File: src/necir_pkg.sv
// ----------------------------------------------------------------------------
// necir_pkg
// Shared types and constants for the NEC infrared frame decoder.
// ----------------------------------------------------------------------------
`default_nettype none

package necir_pkg;

  localparam int unsigned TIME_BITS_DEF = 15;
  localparam int unsigned GLITCH_LIMIT  = 100;
  localparam int unsigned NOISE_LIMIT   = 8000;
  localparam int unsigned CODE_BITS     = 32;
  localparam int unsigned BIT_COUNT_W   = 6;
  localparam int unsigned CFG_INDEX_W   = 3;

  localparam int unsigned MARGIN_RST     = 400;
  localparam int unsigned LEAD_HIGH_RST  = 9000;
  localparam int unsigned LEAD_LOW_RST   = 4500;
  localparam int unsigned REPEAT_LOW_RST = 2250;
  localparam int unsigned MARK_RST       = 560;
  localparam int unsigned ONE_SPACE_RST  = 1690;
  localparam int unsigned ZERO_SPACE_RST = 560;

  typedef enum logic [CFG_INDEX_W-1:0] {
    REG_MARGIN     = 3'd0,
    REG_LEAD_HIGH  = 3'd1,
    REG_LEAD_LOW   = 3'd2,
    REG_REPEAT_LOW = 3'd3,
    REG_MARK       = 3'd4,
    REG_ONE_SPACE  = 3'd5,
    REG_ZERO_SPACE = 3'd6
  } cfg_reg_t;

  typedef enum logic [1:0] {
    ST_CODE   = 2'd0,
    ST_REPEAT = 2'd1,
    ST_FAIL   = 2'd2,
    ST_NOISE  = 2'd3
  } status_t;

endpackage : necir_pkg

`default_nettype wire

File: src/necir_window.sv
// ----------------------------------------------------------------------------
// necir_window
// Tolerance window check: target - margin (floored at zero) <= value <=
// target + margin, both bounds inclusive.
// ----------------------------------------------------------------------------
`default_nettype none

module necir_window #(
  parameter int unsigned TIME_BITS = 15
) (
  input  wire logic [TIME_BITS-1:0] value,
  input  wire logic [TIME_BITS-1:0] target,
  input  wire logic [TIME_BITS-1:0] margin,
  output logic                      hit
);

  logic [TIME_BITS-1:0] lo_bound;
  logic [TIME_BITS:0]   hi_bound;

  always_comb begin
    lo_bound = (target > margin) ? (target - margin) : '0;
    hi_bound = {1'b0, target} + {1'b0, margin};
    hit      = (value >= lo_bound) && ({1'b0, value} <= hi_bound);
  end

endmodule : necir_window

`default_nettype wire

File: src/nec_ir_frame_decoder_core.sv
// ----------------------------------------------------------------------------
// nec_ir_frame_decoder_core
// NEC infrared frame decoder: checks pulse symbols against configured
// windows, collects 32 data bits LSB first and reports one status per frame.
// ----------------------------------------------------------------------------
// Path from input request to result: input register, then result register.
// Throughput: one symbol per cycle; a frame-final symbol waits only while the
// result register is full and not being taken.
// Reset (rst, synchronous): frame state cleared, both stages empty, config
// registers back to their defaults.
`default_nettype none

module nec_ir_frame_decoder_core
  import necir_pkg::*;
#(
  parameter int unsigned TIME_BITS = TIME_BITS_DEF
) (
  input  wire logic                   clk,
  input  wire logic                   rst,
  input  wire logic                   cfg_write,
  input  wire logic [CFG_INDEX_W-1:0] cfg_index,
  input  wire logic [TIME_BITS-1:0]   cfg_data,
  input  wire logic                   in_valid,
  output logic                        in_ready,
  input  wire logic [TIME_BITS-1:0]   high_time,
  input  wire logic [TIME_BITS-1:0]   low_time,
  input  wire logic                   last_symbol,
  output logic                        out_valid,
  input  wire logic                   out_ready,
  output logic [1:0]                  status,
  output logic [CODE_BITS-1:0]        code
);

  // configuration
  logic [TIME_BITS-1:0] margin, lead_high_time, lead_low_time, repeat_low_time;
  logic [TIME_BITS-1:0] mark_time, one_space_time, zero_space_time;

  always_ff @(posedge clk) begin
    if (rst) begin
      margin          <= TIME_BITS'(MARGIN_RST);
      lead_high_time  <= TIME_BITS'(LEAD_HIGH_RST);
      lead_low_time   <= TIME_BITS'(LEAD_LOW_RST);
      repeat_low_time <= TIME_BITS'(REPEAT_LOW_RST);
      mark_time       <= TIME_BITS'(MARK_RST);
      one_space_time  <= TIME_BITS'(ONE_SPACE_RST);
      zero_space_time <= TIME_BITS'(ZERO_SPACE_RST);
    end else if (cfg_write) begin
      case (cfg_index)
        REG_MARGIN:     margin          <= cfg_data;
        REG_LEAD_HIGH:  lead_high_time  <= cfg_data;
        REG_LEAD_LOW:   lead_low_time   <= cfg_data;
        REG_REPEAT_LOW: repeat_low_time <= cfg_data;
        REG_MARK:       mark_time       <= cfg_data;
        REG_ONE_SPACE:  one_space_time  <= cfg_data;
        REG_ZERO_SPACE: zero_space_time <= cfg_data;
        default: ;
      endcase
    end
  end

  // input register
  logic                 s1_valid;
  logic [TIME_BITS-1:0] s1_high, s1_low;
  logic                 s1_last;
  logic                 out_free, s1_go;

  assign out_free = !out_valid || out_ready;
  assign s1_go    = s1_valid && (!s1_last || out_free);
  assign in_ready = !s1_valid || s1_go;

  always_ff @(posedge clk) begin
    if (rst) begin
      s1_valid <= 1'b0;
    end else if (in_ready) begin
      s1_valid <= in_valid;
    end
  end

  always_ff @(posedge clk) begin
    if (in_ready && in_valid) begin
      s1_high <= high_time;
      s1_low  <= low_time;
      s1_last <= last_symbol;
    end
  end

  // window checks
  logic lead_hi_ok, lead_lo_ok, repeat_lo_ok, mark_ok, one_ok, zero_ok;

  necir_window #(.TIME_BITS(TIME_BITS)) u_win_lead_hi (
    .value(s1_high), .target(lead_high_time), .margin(margin), .hit(lead_hi_ok));
  necir_window #(.TIME_BITS(TIME_BITS)) u_win_lead_lo (
    .value(s1_low), .target(lead_low_time), .margin(margin), .hit(lead_lo_ok));
  necir_window #(.TIME_BITS(TIME_BITS)) u_win_repeat_lo (
    .value(s1_low), .target(repeat_low_time), .margin(margin), .hit(repeat_lo_ok));
  necir_window #(.TIME_BITS(TIME_BITS)) u_win_mark (
    .value(s1_high), .target(mark_time), .margin(margin), .hit(mark_ok));
  necir_window #(.TIME_BITS(TIME_BITS)) u_win_one (
    .value(s1_low), .target(one_space_time), .margin(margin), .hit(one_ok));
  necir_window #(.TIME_BITS(TIME_BITS)) u_win_zero (
    .value(s1_low), .target(zero_space_time), .margin(margin), .hit(zero_ok));

  // frame state
  logic [1:0]             symbol_count, symbol_count_next;
  logic [BIT_COUNT_W-1:0] bit_count, bit_count_next;
  logic [CODE_BITS-1:0]   code_bits, code_bits_next;
  logic frame_failed, frame_failed_next, frame_stopped, frame_stopped_next;
  logic lead_matches, lead_matches_next, repeat_matches, repeat_matches_next;
  logic noise_lead, noise_lead_next;
  status_t                result_status;
  logic [CODE_BITS-1:0]   result_code;

  always_comb begin
    symbol_count_next   = symbol_count;
    bit_count_next      = bit_count;
    code_bits_next      = code_bits;
    frame_failed_next   = frame_failed;
    frame_stopped_next  = frame_stopped;
    lead_matches_next   = lead_matches;
    repeat_matches_next = repeat_matches;
    noise_lead_next     = noise_lead;

    if (symbol_count == 2'd0) begin
      noise_lead_next     = 32'(s1_high) < NOISE_LIMIT;
      lead_matches_next   = lead_hi_ok && lead_lo_ok;
      repeat_matches_next = lead_hi_ok && repeat_lo_ok;
      bit_count_next      = '0;
      code_bits_next      = '0;
      frame_failed_next   = 1'b0;
      frame_stopped_next  = 1'b0;
    end else if (!frame_failed && !frame_stopped && (32'(s1_high) >= GLITCH_LIMIT)) begin
      if (bit_count >= BIT_COUNT_W'(CODE_BITS)) begin
        frame_stopped_next = 1'b1;
      end else if (!mark_ok) begin
        frame_failed_next = 1'b1;
      end else if (s1_low == '0) begin
        bit_count_next     = bit_count + 1'b1;
        frame_stopped_next = 1'b1;
      end else if (one_ok) begin
        code_bits_next[bit_count[4:0]] = 1'b1;
        bit_count_next = bit_count + 1'b1;
      end else if (zero_ok) begin
        bit_count_next = bit_count + 1'b1;
      end else begin
        frame_failed_next = 1'b1;
      end
    end

    if (symbol_count != 2'd3) begin
      symbol_count_next = symbol_count + 1'b1;
    end
  end

  always_comb begin
    result_code = '0;
    if (noise_lead_next) begin
      result_status = ST_NOISE;
    end else if (symbol_count_next == 2'd2 && repeat_matches_next) begin
      result_status = ST_REPEAT;
    end else if (symbol_count_next >= 2'd2 && lead_matches_next && !frame_failed_next &&
                 bit_count_next == BIT_COUNT_W'(CODE_BITS)) begin
      result_status = ST_CODE;
      result_code   = code_bits_next;
    end else begin
      result_status = ST_FAIL;
    end
  end

  always_ff @(posedge clk) begin
    if (rst || (s1_go && s1_last)) begin
      symbol_count   <= '0;
      bit_count      <= '0;
      code_bits      <= '0;
      frame_failed   <= 1'b0;
      frame_stopped  <= 1'b0;
      lead_matches   <= 1'b0;
      repeat_matches <= 1'b0;
      noise_lead     <= 1'b0;
    end else if (s1_go) begin
      symbol_count   <= symbol_count_next;
      bit_count      <= bit_count_next;
      code_bits      <= code_bits_next;
      frame_failed   <= frame_failed_next;
      frame_stopped  <= frame_stopped_next;
      lead_matches   <= lead_matches_next;
      repeat_matches <= repeat_matches_next;
      noise_lead     <= noise_lead_next;
    end
  end

  // result register
  always_ff @(posedge clk) begin
    if (rst) begin
      out_valid <= 1'b0;
    end else if (s1_go && s1_last) begin
      out_valid <= 1'b1;
    end else if (out_ready) begin
      out_valid <= 1'b0;
    end
  end

  always_ff @(posedge clk) begin
    if (s1_go && s1_last) begin
      status <= result_status;
      code   <= result_code;
    end
  end

  // checks
  a_code_only_on_decode: assert property (@(posedge clk) disable iff (rst)
    out_valid && (status != ST_CODE) |-> (code == '0))
    else $error("code nonzero on a non-decode result");

  a_bit_count_range: assert property (@(posedge clk) disable iff (rst)
    bit_count <= BIT_COUNT_W'(CODE_BITS))
    else $error("bit count beyond 32");

  a_frame_cleared: assert property (@(posedge clk) disable iff (rst)
    s1_go && s1_last |=> (symbol_count == 2'd0) && out_valid)
    else $error("frame state not cleared after result");

  a_fail_needs_lead: assert property (@(posedge clk) disable iff (rst)
    (frame_failed || frame_stopped) |-> (symbol_count >= 2'd2))
    else $error("data flags set before any data symbol");

endmodule : nec_ir_frame_decoder_core

`default_nettype wire

File: config.mk
export PLATFORM = sky130hd
export DESIGN_NAME = nec_ir_frame_decoder_core
export DESIGN_NICKNAME = d
export VERILOG_FILES = /design/src/necir_pkg.sv /design/src/necir_window.sv /design/src/nec_ir_frame_decoder_core.sv
export SDC_FILE = /design/constraint.sdc
export NUM_CORES = 1
export LEC_CHECK = 0
export BUFFER_PORTS_ARGS = -buffer_cell sky130_fd_sc_hd__buf_2
export CAP_MARGIN = 20
export CORE_ASPECT_RATIO = 0.9
export CORE_MARGIN = 3
export CORE_UTILIZATION = 45
export DETAILED_ROUTE_END_ITERATION = 8
export PLACE_DENSITY = 0.73
export REMOVE_ABC_BUFFERS = 1
export SETUP_SLACK_MARGIN = 0.2
export SYNTH_ARGS = -nofsm -noshare
export SYNTH_HDL_FRONTEND = slang
export SYNTH_HIERARCHICAL = 1
export SYNTH_SLANG_ARGS = --single-unit
File: constraint.sdc
create_clock -name clk -period 5.3 [get_ports clk]
set_input_delay 0.265 -clock clk [delete_from_list [all_inputs] [get_ports clk]]
set_output_delay 0.265 -clock clk [all_outputs]
set_load 0.01 [all_outputs]
==> flow_summary.json <==
{
  "first_iter_violations": 1676,
  "synthTopCellsByCount": "ha_1 (364), nand2_1 (333), a21oi_1 (316), nor2_1 (189), inv_1 (186)",
  "finalClockSkew_ns": 0.03120,
  "power.share.combinational": 0.297,
  "number_of_global_route_vias_before_repair": 19772,
  "numPortBuffers": 89,
  "timing.critical_path.required_ns": 5.63,
  "sequential_area_share_after_synthesis": 0.2312,
  "critical_path.reg2reg.startpoint": "margin[1]",
  "wire_length_of_the_first_global_routing_pass_um": 107600,
  "total_power_mw": 5.168,
  "arithmetic_cell_share_of_the_synthesized_area_counting_full_adders_half_adders_and_majority_gates": 0.2219,
  "pin_count": 90,
  "ant_nets": 0,
  "min-delay-start": "out_ready",
  "area_share_of_the_largest_cell_type_after_synthesis": 0.2108,
  "rows": 75,
  "hold_path_cells": 4,
  "area_growth_pct": 16.45,
  "static-leakage-power_nw": 10.61,
  "post-synth-top-count-cell": "ha_1",
  "post_synth_num_cell_types": 108,
  "reg2reg_to": "code[18]",
  "timing_worst_slew_pin_value_ns": 1.065,
  "critPathCaptureType": "flop",
  "synth-simple-area-share": 0.2239,
  "drive_above_1_share": 0.1590,
  "timing.critical_path.from_type": "flop",
  "gpl.final_weighted_congestion": 0.9903,
  "critPathMaxStageDelay_ns": 0.39,
  "compound_gate_portion_of_the_synthesized_area": 0.2040,
  "power.net_switching_mw": 1.737,
  "holdPathEnd": "out_valid",
  "power.share.switching": 0.3362,
  "yosys_warn_count": 6,
  "ir_drop_uv": 226.6,
  "timing.fmax_mhz": 189.0,
  "coreArea_um2": 47010,
  "timing.critical_path.buf_inv": 6,
  "p_int_mw": 3.431,
  "layout.cell_area.non_filler_um2": 25160,
  "timing.critical_path.slowest_stage_cell": "dfxtp_4",
  "die_height_um": 213.9,
  "post_synth_instance_area_um2": 21600,
  "syn-mean-instance-area_um2": 8.007,
  "fin_worst_hold_slack_ns": 0.03824,
  "synth_enable_flop_cells": 65,
  "clockRootBuffer": "clkbuf_16",
  "clock_power_share": 0.350,
  "layout.cells.non_filler": 3522,
  "yosys.area_share.xor_xnor": 0.05068,
  "avgRoutedWirePerCell_um": 20.05,
  "netlist_instances": 2698,
  "status": "completed",
  "initial_utilization": 0.4595,
  "numCtsBuffers": 27,
  "tritoncts_num_sinks": 217,
  "finalCoreUtilization": 0.5351,
  "place_hpwl_um": 52830,
  "cell_count_of_the_worst_reg_to_reg_path": 25,
  "relSlewSlack": 0.2872,
  "final_min_period_over_clock_period": 0.9985,
  "largestRegisters": "code (32), code_bits (32)",
  "synth_seq_cells": 217,
  "min-delay-path-class": "in2reg",
  "tritoncts": "yes",
  "total_wirelength_of_the_detailed_routed_design_um": 70630,
  "grt_start_max_net_pins": 71,
  "timing.final.crit_period_ns": 5.292,
  "synth_ff_type": "dfxtp_1",
  "via_per_inst": 5.903,
  "cellPowerDensity_nw_per_um2": 205.4,
  "max_cap_violations": 0,
  "muxShareOfSynthArea": 0.003533,
  "regToRegSetupSlack_ns": 0.008,
  "critical_path_peak_fanout": 8,
  "cp_common_cell": "buf_12",
  "critPathKind": "reg2reg",
  "placedCellCount": 3423,
  "grt-ovfl-total": 0,
  "asyncSetResetFlopFracSynth": 0,
  "post_synth_main_area_contributors": "ha_1 (21%), dfxtp_1 (14%), edfxtp_1 (9.0%), a21oi_1 (7.3%), nand2_1 (5.8%)",
  "clock_tree.buffer_depth": 3,
  "largest_family_of_logic_cells_by_synthesized_area": "simple AND/OR/NAND/NOR gates",
  "clock_latency_late_sink_ns": 0.58,
  "grt_setup_unrepaired": "true",
  "drcViolationCount": 0,
  "timing.final.setup_violations": 0,
  "timing_max_transition_violations_final": 0,
  "placement.cell_area_um2": 23280,
  "wp_data_arrival_ns": 5.62,
  "grt_usage": 0.2648,
  "seq_power_share": 0.353,
  "die-area_um2": 50680,
  "finalHoldViolCount": 0,
  "drt_first_pass_iters": 6,
  "fp.dieW_um": 237.0,
  "largest_delay_share_family_worst_path": "compound AO/OA/AOI/OAI gates",
  "synth_top_cell_by_area": "ha_1",
  "fillerInstances": 4345,
  "antenna_found_initial": 4,
  "htree_levels": 1,
  "final_nets": 3315,
  "cts.reportedPaths.clkPinSlew_ns": 0.06,
  "routed-via-count": 20790
}
==> layout make-up <==
type,count,area [um^2],area share
antenna,1,2.502,0.00009947
sequential,217,5017,0.1994
clock buffer,33,718.2,0.02855
multi-input combinational,2174,15680,0.6233
tap,616,770.7,0.03064
timing repair buffer,276,2110,0.08386
clock inverter,16,138.9,0.005521
inverter,189,719.4,0.02860
==> worst max-delay path by stage <==
| stage | from | end | slack, ns | depth (start not counted) |
|---|---|---|---|---|
| 2_1_floorplan | margin[1] | code[0] | -0.42 | 21 |
| 3_3_place_gp | margin[1] | code[10] | -0.07 | 22 |
| 3_5_place_dp | margin[1] | code[11] | -0.28 | 22 |
| 4_1_cts | margin[1] | code[23] | 0.12 | 23 |
| 5_1_grt | margin[0] | code[3] | -0.26 | 25 |
| 6_report | margin[1] | code[18] | 0.008 | 25 |
==> logic make-up after synthesis <==
group / after synthesis
XOR/XNOR: 125
adder cells (fa/ha/maj): 376
AND/OR/NAND/NOR: 965
buffers and inverters: 307
AO/OA/AOI/OAI: 701
flip-flops: 217
multiplexers: 7
==> metal layers <==
metal | global-route usage | share of wire | vias up
li1 | - | - | 9931
met1 | 0.3533 | 0.44 | 9973
met2 | 0.4452 | 0.46 | 727
met3 | 0.03974 | 0.066 | 153
met4 | 0.08026 | 0.031 | 6
met5 | 0 | 0.00057 | -
==> cell usage in the layout, fill, tap and decap left out, types with 14 or more instances in the layout <==
cell type and n:
nor2_1 177, ha_1 351, nand2b_1 46, o31ai_1 15, nand2_1 333, o21bai_1 26
o21a_1 14, nor2_4 23, nand3b_1 39, edfxtp_1 65, inv_1 183, buf_4 140
a211oi_1 21, a31oi_1 37, nand3_1 42, dlygate4sd3_1 32, nand4_1 50, dfxtp_1 140
nor2b_1 48, buf_2 89, nor4_1 19, xnor2_1 106, o21ai_1 16, clkbuf_16 27
a21oi_1 309, o21ai_0 86, a21o_1 42, nor3_1 57, xor2_1 19, and3_1 20
==> stage by stage <==
stage	worst slack, ns	TNS (ns)
final	0.007944	0
after global placement	-0.06949	-1.840
after CTS	0.1185	0
after global routing	-0.2604	-8.277
after floorplan	-0.4179	-14.77
after detailed placement	-0.2752	-11.14
==> worst min-delay path: stages <==
cell and delay [ns]:
buf_2 0.07, nor2b_1 0.08, nor2_1 0.11, nor2_1 0.04
==> power groups by stage <==
stage | clock [mW] | combinational [mW] | sequential (mW)
floorplan | 0 | 0.957 | 1.83
global placement | 0 | 1.39 | 1.85
detailed placement | 0 | 1.44 | 1.86
CTS | 1.84 | 1.49 | 1.82
global route | 1.91 | 1.69 | 1.83
finish | 1.81 | 1.54 | 1.82
==> repair_timing <==
action | 4_1_cts | 5_1_grt
hold buffers | 32 | 0
setup endpoints to repair | 69 | 70
pin swaps | 58 | 23
endpoints found under the hold margin | 32 | 0
setup buffers | 10 | 3
gates cloned | 3 | 0
gates resized for setup | 94 | 38
Note: power is estimated with default switching activity, not from simulation.
